===== config.mk =====
export PLATFORM = sky130hd
export DESIGN_NAME = seven_segment_scan_display
export DESIGN_NICKNAME = d
export VERILOG_FILES = /design/src/rtl/sssd_pkg.sv /design/src/rtl/sssd_bin2bcd.sv /design/src/rtl/seven_segment_scan_display.sv
export SDC_FILE = /design/constraint.sdc
export NUM_CORES = 1
export LEC_CHECK = 0
export BUFFER_PORTS_ARGS = -buffer_cell sky130_fd_sc_hd__buf_2
export CAP_MARGIN = 20
export CORE_MARGIN = 2
export CORE_UTILIZATION = 60
export DETAILED_ROUTE_END_ITERATION = 8
export GPL_TIMING_DRIVEN = 0
export PLACE_DENSITY = 0.82
export SYNTH_ARGS = -nofsm -noshare
export SYNTH_HDL_FRONTEND = slang
export SYNTH_SLANG_ARGS = --single-unit

===== constraint.sdc =====
create_clock -name aclk -period 7.1 [get_ports aclk]
set_clock_uncertainty 0.05 [all_clocks]
set_input_delay 0.71 -clock aclk [delete_from_list [all_inputs] [get_ports aclk]]
set_output_delay 0.71 -clock aclk [all_outputs]
set_load 0.005 [all_outputs]

===== src/rtl/sssd_pkg.sv =====
// Shared types, constants and the hex-to-segment decode for the scan display.
// No dependencies; used by sssd_bin2bcd and seven_segment_scan_display.

package sssd_pkg;

    localparam int BIN_W = 14;          // 9999 fits in 14 bits
    localparam int BCD_W = 16;          // four decimal digits
    localparam int CNT_W = 4;           // counts BIN_W shift steps

    localparam logic [2:0] KIND_REFRESH  = 3'd0;
    localparam logic [2:0] KIND_BCD      = 3'd1;
    localparam logic [2:0] KIND_UNSIGNED = 3'd2;
    localparam logic [2:0] KIND_SIGNED   = 3'd3;
    localparam logic [2:0] KIND_COUPLES  = 3'd4;
    localparam logic [2:0] KIND_DP_ON    = 3'd5;
    localparam logic [2:0] KIND_DP_OFF   = 3'd6;

    localparam logic [15:0] MAX_UNSIGNED = 16'd9999;
    localparam logic [15:0] MAX_NEG_MAG  = 16'd999;
    localparam logic [7:0]  MAX_COUPLE   = 8'd99;
    localparam logic [7:0]  SIGN_RESET   = 8'h01;

    typedef struct packed {
        logic             start;
        logic [BIN_W-1:0] value;
    } conv_req_t;

    typedef struct packed {
        logic             done;
        logic [BCD_W-1:0] digits;
    } conv_rsp_t;

    function automatic logic [7:0] seg_of(input logic [3:0] nib);
        logic [7:0] seg;
        case (nib)
            4'h0: seg = 8'h3F;
            4'h1: seg = 8'h06;
            4'h2: seg = 8'h5B;
            4'h3: seg = 8'h4F;
            4'h4: seg = 8'h66;
            4'h5: seg = 8'h6D;
            4'h6: seg = 8'h7D;
            4'h7: seg = 8'h07;
            4'h8: seg = 8'h7F;
            4'h9: seg = 8'h6F;
            4'hA: seg = 8'h77;
            4'hB: seg = 8'h7C;
            4'hC: seg = 8'h58;
            4'hD: seg = 8'h5E;
            4'hE: seg = 8'h79;
            default: seg = 8'h71;
        endcase
        return seg;
    endfunction

endpackage


===== src/rtl/sssd_bin2bcd.sv =====
// Bit-serial binary to BCD converter (shift-and-add-3), one input bit per cycle.
// Depends on sssd_pkg for widths and the request/response structs.

module sssd_bin2bcd (
    input  logic                aclk,
    input  logic                aresetn,
    input  sssd_pkg::conv_req_t req,
    output sssd_pkg::conv_rsp_t rsp
);

    logic [sssd_pkg::BIN_W-1:0] bin_reg, bin_next;
    logic [sssd_pkg::BCD_W-1:0] bcd_reg, bcd_next;
    logic [sssd_pkg::CNT_W-1:0] cnt_reg, cnt_next;
    logic                       busy_reg, busy_next;
    logic                       done_reg, done_next;
    logic [sssd_pkg::BCD_W-1:0] adj;

    // Each digit of at least five gets three added before the shift.
    always_comb begin
        for (int i = 0; i < sssd_pkg::BCD_W / 4; i++) begin
            adj[4*i +: 4] = (bcd_reg[4*i +: 4] >= 4'd5) ? bcd_reg[4*i +: 4] + 4'd3
                                                        : bcd_reg[4*i +: 4];
        end
    end

    always_comb begin
        bin_next  = bin_reg;
        bcd_next  = bcd_reg;
        cnt_next  = cnt_reg;
        busy_next = busy_reg;
        done_next = 1'b0;
        if (req.start) begin
            bin_next  = req.value;
            bcd_next  = '0;
            cnt_next  = sssd_pkg::CNT_W'(sssd_pkg::BIN_W - 1);
            busy_next = 1'b1;
        end else if (busy_reg) begin
            bcd_next = {adj[sssd_pkg::BCD_W-2:0], bin_reg[sssd_pkg::BIN_W-1]};
            bin_next = {bin_reg[sssd_pkg::BIN_W-2:0], 1'b0};
            cnt_next = cnt_reg - 1'b1;
            if (cnt_reg == '0) begin
                busy_next = 1'b0;
                done_next = 1'b1;
            end
        end
    end

    always_ff @(posedge aclk) begin
        if (!aresetn) begin
            busy_reg <= 1'b0;
            done_reg <= 1'b0;
            cnt_reg  <= '0;
        end else begin
            busy_reg <= busy_next;
            done_reg <= done_next;
            cnt_reg  <= cnt_next;
        end
        bin_reg <= bin_next;
        bcd_reg <= bcd_next;
    end

    assign rsp.done   = done_reg;
    assign rsp.digits = bcd_reg;

endmodule


===== src/rtl/seven_segment_scan_display.sv =====
// Top level of the four-digit multiplexed seven-segment display controller.
// Depends on sssd_pkg and sssd_bin2bcd.
//
//  Channel   Direction  Handshake            Payload
//  s_        in         s_valid / s_ready    kind, high_byte, low_byte, number, point_index
//  m_        out        m_valid / m_ready    segments, digit_select, refresh_valid, range_error
//  APB       in         psel/penable/pready  sign_pattern at byte address 0
//
// Refresh ticks, BCD writes, decimal-point requests and rejected numbers go straight to the hold
// state, which loads the output register once it is free. A number write runs 14 steps of the
// serial BCD converter before the hold state loads the output register; couples run it once per
// in-range half. s_ready stays low from acceptance until the output register is loaded, so one
// request is in flight at a time. A new request is taken while a result waits at m_;
// the next result holds until m_ready drains the output register.
// Reset is synchronous on aresetn and clears the digit patterns, points and scan.

module seven_segment_scan_display (
    input  logic        aclk,
    input  logic        aresetn,
    input  logic        s_valid,
    output logic        s_ready,
    input  logic [2:0]  s_kind,
    input  logic [7:0]  s_high_byte,
    input  logic [7:0]  s_low_byte,
    input  logic [15:0] s_number,
    input  logic [2:0]  s_point_index,
    output logic        m_valid,
    input  logic        m_ready,
    output logic [7:0]  m_segments,
    output logic [3:0]  m_digit_select,
    output logic        m_refresh_valid,
    output logic        m_range_error,
    input  logic        psel,
    input  logic        penable,
    input  logic        pwrite,
    input  logic [2:0]  paddr,
    input  logic [31:0] pwdata,
    output logic [31:0] prdata,
    output logic        pready
);

    localparam logic [1:0] ST_IDLE = 2'd0;
    localparam logic [1:0] ST_CONV = 2'd1;
    localparam logic [1:0] ST_HOLD = 2'd2;

    logic [1:0]  state_reg, state_next;
    logic [7:0]  sign_reg;
    logic [7:0]  pat_reg [4];
    logic [7:0]  pat_next [4];
    logic [3:0]  point_reg, point_next;
    logic [1:0]  scan_reg, scan_next;
    logic        neg_reg, neg_next;
    logic        couple_reg, couple_next;
    logic        phase_reg, phase_next;
    logic        lo_ok_reg, lo_ok_next;
    logic [7:0]  lo_reg, lo_next;
    logic [7:0]  pend_seg_reg, pend_seg_next;
    logic [3:0]  pend_sel_reg, pend_sel_next;
    logic        pend_rv_reg, pend_rv_next;
    logic        pend_err_reg, pend_err_next;
    logic        m_valid_reg;
    logic [7:0]  m_seg_reg;
    logic [3:0]  m_sel_reg;
    logic        m_rv_reg;
    logic        m_err_reg;

    sssd_pkg::conv_req_t conv_req;
    sssd_pkg::conv_rsp_t conv_rsp;

    logic        accept;
    logic        out_load;
    logic        cfg_write;
    logic [15:0] mag;
    logic        hi_ok;
    logic        lo_ok;
    logic [1:0]  pbit;

    sssd_bin2bcd u_conv (
        .aclk    (aclk),
        .aresetn (aresetn),
        .req     (conv_req),
        .rsp     (conv_rsp)
    );

    assign s_ready  = (state_reg == ST_IDLE);
    assign accept   = s_valid && s_ready;
    assign out_load = (state_reg == ST_HOLD) && (!m_valid_reg || m_ready);
    assign mag      = ~s_number + 16'd1;
    assign hi_ok    = (s_high_byte <= sssd_pkg::MAX_COUPLE);
    assign lo_ok    = (s_low_byte <= sssd_pkg::MAX_COUPLE);
    assign pbit     = 2'(s_point_index - 3'd1);

    always_comb begin
        state_next    = state_reg;
        pat_next      = pat_reg;
        point_next    = point_reg;
        scan_next     = scan_reg;
        neg_next      = neg_reg;
        couple_next   = couple_reg;
        phase_next    = phase_reg;
        lo_ok_next    = lo_ok_reg;
        lo_next       = lo_reg;
        pend_seg_next = pend_seg_reg;
        pend_sel_next = pend_sel_reg;
        pend_rv_next  = pend_rv_reg;
        pend_err_next = pend_err_reg;
        conv_req      = '0;

        case (state_reg)
            ST_IDLE: begin
                if (accept) begin
                    pend_seg_next = '0;
                    pend_sel_next = '0;
                    pend_rv_next  = 1'b0;
                    pend_err_next = 1'b0;
                    couple_next   = 1'b0;
                    neg_next      = 1'b0;
                    state_next    = ST_HOLD;
                    case (s_kind)
                        sssd_pkg::KIND_REFRESH: begin
                            pend_seg_next = {point_reg[scan_reg], pat_reg[~scan_reg][6:0]};
                            pend_sel_next = 4'b0001 << scan_reg;
                            pend_rv_next  = 1'b1;
                            scan_next     = scan_reg + 2'd1;
                        end
                        sssd_pkg::KIND_BCD: begin
                            pat_next[0] = sssd_pkg::seg_of(s_high_byte[7:4]);
                            pat_next[1] = sssd_pkg::seg_of(s_high_byte[3:0]);
                            pat_next[2] = sssd_pkg::seg_of(s_low_byte[7:4]);
                            pat_next[3] = sssd_pkg::seg_of(s_low_byte[3:0]);
                        end
                        sssd_pkg::KIND_UNSIGNED: begin
                            if (s_number > sssd_pkg::MAX_UNSIGNED) begin
                                pend_err_next = 1'b1;
                            end else begin
                                conv_req.start = 1'b1;
                                conv_req.value = s_number[sssd_pkg::BIN_W-1:0];
                                state_next     = ST_CONV;
                            end
                        end
                        sssd_pkg::KIND_SIGNED: begin
                            if (s_number[15]) begin
                                if (mag > sssd_pkg::MAX_NEG_MAG) begin
                                    pend_err_next = 1'b1;
                                end else begin
                                    conv_req.start = 1'b1;
                                    conv_req.value = mag[sssd_pkg::BIN_W-1:0];
                                    neg_next       = 1'b1;
                                    state_next     = ST_CONV;
                                end
                            end else if (s_number > sssd_pkg::MAX_UNSIGNED) begin
                                pend_err_next = 1'b1;
                            end else begin
                                conv_req.start = 1'b1;
                                conv_req.value = s_number[sssd_pkg::BIN_W-1:0];
                                state_next     = ST_CONV;
                            end
                        end
                        sssd_pkg::KIND_COUPLES: begin
                            couple_next = 1'b1;
                            lo_ok_next  = lo_ok;
                            lo_next     = s_low_byte;
                            // Skip straight to the right couple when the left one is rejected.
                            if (hi_ok) begin
                                conv_req.start = 1'b1;
                                conv_req.value = sssd_pkg::BIN_W'(s_high_byte);
                                phase_next     = 1'b0;
                                state_next     = ST_CONV;
                            end else if (lo_ok) begin
                                conv_req.start = 1'b1;
                                conv_req.value = sssd_pkg::BIN_W'(s_low_byte);
                                phase_next     = 1'b1;
                                state_next     = ST_CONV;
                            end
                        end
                        sssd_pkg::KIND_DP_ON: begin
                            if (s_point_index inside {[3'd1:3'd4]}) begin
                                point_next[pbit] = 1'b1;
                            end
                        end
                        sssd_pkg::KIND_DP_OFF: begin
                            if (s_point_index inside {[3'd1:3'd4]}) begin
                                point_next[pbit] = 1'b0;
                            end
                        end
                        default: begin
                        end
                    endcase
                end
            end
            ST_CONV: begin
                if (conv_rsp.done) begin
                    if (couple_reg) begin
                        if (!phase_reg) begin
                            pat_next[0] = sssd_pkg::seg_of(conv_rsp.digits[7:4]);
                            pat_next[1] = sssd_pkg::seg_of(conv_rsp.digits[3:0]);
                            if (lo_ok_reg) begin
                                conv_req.start = 1'b1;
                                conv_req.value = sssd_pkg::BIN_W'(lo_reg);
                                phase_next     = 1'b1;
                            end else begin
                                state_next = ST_HOLD;
                            end
                        end else begin
                            pat_next[2] = sssd_pkg::seg_of(conv_rsp.digits[7:4]);
                            pat_next[3] = sssd_pkg::seg_of(conv_rsp.digits[3:0]);
                            state_next  = ST_HOLD;
                        end
                    end else begin
                        pat_next[0] = neg_reg ? sign_reg
                                              : sssd_pkg::seg_of(conv_rsp.digits[15:12]);
                        pat_next[1] = sssd_pkg::seg_of(conv_rsp.digits[11:8]);
                        pat_next[2] = sssd_pkg::seg_of(conv_rsp.digits[7:4]);
                        pat_next[3] = sssd_pkg::seg_of(conv_rsp.digits[3:0]);
                        state_next  = ST_HOLD;
                    end
                end
            end
            ST_HOLD: begin
                if (out_load) begin
                    state_next = ST_IDLE;
                end
            end
            default: begin
                state_next = ST_IDLE;
            end
        endcase
    end

    always_ff @(posedge aclk) begin
        if (!aresetn) begin
            state_reg   <= ST_IDLE;
            pat_reg     <= '{default: '0};
            point_reg   <= '0;
            scan_reg    <= '0;
            m_valid_reg <= 1'b0;
        end else begin
            state_reg <= state_next;
            pat_reg   <= pat_next;
            point_reg <= point_next;
            scan_reg  <= scan_next;
            if (out_load) begin
                m_valid_reg <= 1'b1;
            end else if (m_ready) begin
                m_valid_reg <= 1'b0;
            end
        end
        neg_reg      <= neg_next;
        couple_reg   <= couple_next;
        phase_reg    <= phase_next;
        lo_ok_reg    <= lo_ok_next;
        lo_reg       <= lo_next;
        pend_seg_reg <= pend_seg_next;
        pend_sel_reg <= pend_sel_next;
        pend_rv_reg  <= pend_rv_next;
        pend_err_reg <= pend_err_next;
        if (out_load) begin
            m_seg_reg <= pend_seg_reg;
            m_sel_reg <= pend_sel_reg;
            m_rv_reg  <= pend_rv_reg;
            m_err_reg <= pend_err_reg;
        end
    end

    assign m_valid         = m_valid_reg;
    assign m_segments      = m_seg_reg;
    assign m_digit_select  = m_sel_reg;
    assign m_refresh_valid = m_rv_reg;
    assign m_range_error   = m_err_reg;

    // Configuration port: one register, word 0.
    assign pready    = 1'b1;
    assign cfg_write = psel && penable && pwrite && pready && !paddr[2];

    always_ff @(posedge aclk) begin
        if (!aresetn) begin
            sign_reg <= sssd_pkg::SIGN_RESET;
        end else if (cfg_write) begin
            sign_reg <= pwdata[7:0];
        end
    end

    assign prdata = paddr[2] ? 32'd0 : {24'd0, sign_reg};

endmodule

==> summary.md <==
| Metric | Value |
|---|---|
| Measured slew at the worst slew-check pin | 913 ps |
| GPL Wtd Cong | 0.975 |
| Clock sinks | 149 |
| Commonest register cell after synthesis | dfxtp_1 |
| Layout cells sized above 1 | 0.172 |
| Fin nets | 1243 |
| Synth cell types | 76 |
| WS Path Type | in -> reg |
| Hold/Removal Path Class | reg -> reg |
| GRT Residual Overflow | 0 |
| First-pass GRT wire length | 37900 um |
| Clk pin slew, worst setup/hold paths | 60 ps |
| CP endpoint kind | flip-flop |
| Die ar. | 0.0162 sq mm |
| Outcome | completed |
| Root Driver | clkbuf_16 |
| Reg power frac | 0.453 |
| Overall Power | 2.11 mW |
| RSZ-0062 raised after global routing | no |
| Pwr dens | 204 mW/mm^2 |
| Net Sw Frac | 0.281 |
| Vias after detailed routing | 7817 |
| Synth warn | 0 |
| Post-synthesis area per instance | 9.28 sq um |
| Die height | 127 um |
| R2R Setup Slk | 2850 ps |
| Drt total wl | 23600 um |
| Port Buffers | 71 |
| Postcts setup bufs | 0 |
| Critical path launch point type | input port |
| Mapped Cells | 982 |
| Cell Chain, Critical Path | buf_2 -> inv_1 -> ha_1 -> a21boi_0 -> o21ai_0 -> a22oi_1 -> or2_1 -> clkbuf_1 -> nand3_1 -> a2bb2oi_2 -> buf_2 -> nor2_1 -> inv_1 -> ha_1 -> mux2_2 -> o22a_1 -> o22ai_1 |
| Clock power frac | 0.390 |
| Sequential-to-total area share from yosys stat | 0.386 |
| Internal | 1.52 mW |
| Crit-path slowest cell | a22oi_1 |
| Avg Vias per Cell | 6.02 |
| Maxcap violations | 0 |
| Rows | 45 |
| Final Setup Violations | 0 |
| First DRT Iteration DRCs | 848 |
| Worst EP arrival | 4600 ps |
| Core Box Area | 0.0150 sq mm |
| Drt drc | 0 |
| Part of the cycle the worst path needs | 0.607 |
| Largest net degree at the start of global routing | 24 |
| Starting density of the core | 0.606 |
| Hold buffer count at CTS | 0 |
| Worst VDD drop | 0.168 mV |
| H-Tree Depth | 4 |
| Max stage delay on crit path | 500 ps |
| Req. time, crit path | 7390 ps |
| Yosys reg bits | 149 |
| Io pins | 129 |
| Routed Antenna Nets | 0 |
| Switching power | 593 uW |
| Max-slew violation count | 0 |
| TritonRoute pass-1 iters | 5 |
| Final Hold Fails | 0 |
| Sum Neg Setup Slack | 0 ps |
| Combinational fraction of design power | 0.158 |
| Antenna violations before repair | 0 |
| GRT Total Usage | 0.298 |
| Post-cts sizing count | 0 |
| Post-synth EDFFs | 54 |
| Mapped Area | 0.00912 sq mm |
| FMAX | 232 MHz |
| Post-layout min period | 4310 ps |
| Ys async rst share | 0 |
| Clk_lat worst skew | 440 ps |
| Die W | 127 um |
| Vias in the first global route | 7477 |
| Number of buffers created by CTS | 17 |
| Area growth syn-to-layout | 13.4% |
| Hpwl dp | 17300 um |
| Average routed wire per standard cell | 18.2 um |
| CTS tree | built |
| Total leakage power | 4.16 nW |
| Slew HR | 0.389 |
| Worst-path fanout max | 10 |
| Final Util | 0.687 |
| Clock tree buffer depth | 2 |
## path summary, 6_finish.rpt
| path | endpoint | startpoint | depth (start not counted) |
|---|---|---|---|
| worst max-delay path | flip-flop | s_high_byte[4] | 17 |
| worst min-delay path | m_digit_select[3]$_DFFE_PP_ | pend_sel_reg[3]$_SDFFCE_PP0P_ | 0 |
| worst max register to register | flip-flop | state_reg[0]$_SDFFE_PN0P_ | 15 |
| worst min register to register | m_digit_select[3]$_DFFE_PP_ | pend_sel_reg[3]$_SDFFCE_PP0P_ | 0 |
## per-stage QoR
stage	area, sq um	hold WS [ps]	cells	setup WS [ps]
after floorplan	9200	350	1005	3470
after global placement	9790	351	1264	2570
after detailed placement	9790	356	1264	2520
after CTS	10300	370	1296	2910
after global routing	10300	374	1297	2580
final	10300	369	1298	2790
## Yosys cell counts, types with 14 or more instances
master	n	area share
nor2_1	106	0.044
buf_4	27	0.022
inv_1	43	0.018
o211ai_1	14	0.012
dfxtp_1	95	0.21
nand2_1	80	0.033
nor2b_1	14	0.0096
mux2i_1	38	0.042
nor3_1	18	0.0099
edfxtp_1	54	0.18
nand2b_1	16	0.011
o21ai_0	48	0.026
ha_1	67	0.092
mux2_2	22	0.027
clkbuf_1	36	0.015
a21oi_1	71	0.039
a211oi_1	32	0.026
## placed cells by master (no fill, tap or decap), types with 8 or more instances in the layout
cell type  instances
nor2_1           106
a211oi_1          32
mux2i_1           38
nor3_1            18
a21oi_1           71
clkbuf_16         17
ha_1              67
clkbuf_1          37
buf_1             10
buf_2             78
inv_1             43
nor2b_1           14
xor2_1             9
a31oi_1            8
o211ai_1          14
edfxtp_1          54
nand2_1           80
o21ai_0           48
and2_1            12
mux4_2            11
o22ai_1            8
xnor2_1            9
a22o_1             8
mux2_2            22
dfxtp_1           95
buf_4             28
nand3_1            9
nand2b_1          16
conb_1            25
## kinds of logic (layout without fill, tap and decap cells)
kind of cell / Yosys count / after routing / share of synthesized area
mux: 71 / 71 / 0.0961
compound gates: 246 / 246 / 0.180
buf+inv: 125 / 229 / 0.0644
simple gates: 304 / 304 / 0.163
flops: 149 / 149 / 0.386
fa+ha+maj: 67 / 67 / 0.0920
xor+xnor: 18 / 18 / 0.0173
other cells: 2 / 26 / 0.000824
## final cells by class
type | count | area [sq um]
flip-flops and latches | 149 | 3520
repair buffers | 72 | 363
plain buffers | 81 | 422
clock buffers | 18 | 429
diodes | 1 | 2.50
fillers | 1194 | 4700
clock inverters | 14 | 103
well taps | 188 | 235
multi-input cells | 731 | 5090
inverters | 44 | 165
## worst max-delay path, delay by kind of cell
family                     cells  cell delay [ps]
and+or+nand+nor                3              640
AOI/OAI and AO/OA              6             1410
adders and majority gates      2              520
muxes                          1              270
buffers and inverters          5             1030
## metal layers
metal,routed length [um],vias to the layer above,global-route usage,share of wire
li1,-,3721,-,-
met1,9830,3683,0.372,0.42
met2,11200,349,0.494,0.47
met3,1730,64,0.0766,0.073
met4,828,0,0.124,0.035
met5,0,-,0,0
## power by group through the flow
stage | Clock (mW) | Combinational (mW) | Sequential, mW
4_1_cts | 0.822 | 0.326 | 0.955
2_1_floorplan | 0 | 0.225 | 0.966
5_1_grt | 0.864 | 0.368 | 0.959
6_report | 0.822 | 0.333 | 0.955
3_3_place_gp | 0 | 0.313 | 0.972
3_5_place_dp | 0 | 0.321 | 0.974
Note: power is estimated with default switching activity, not from simulation.
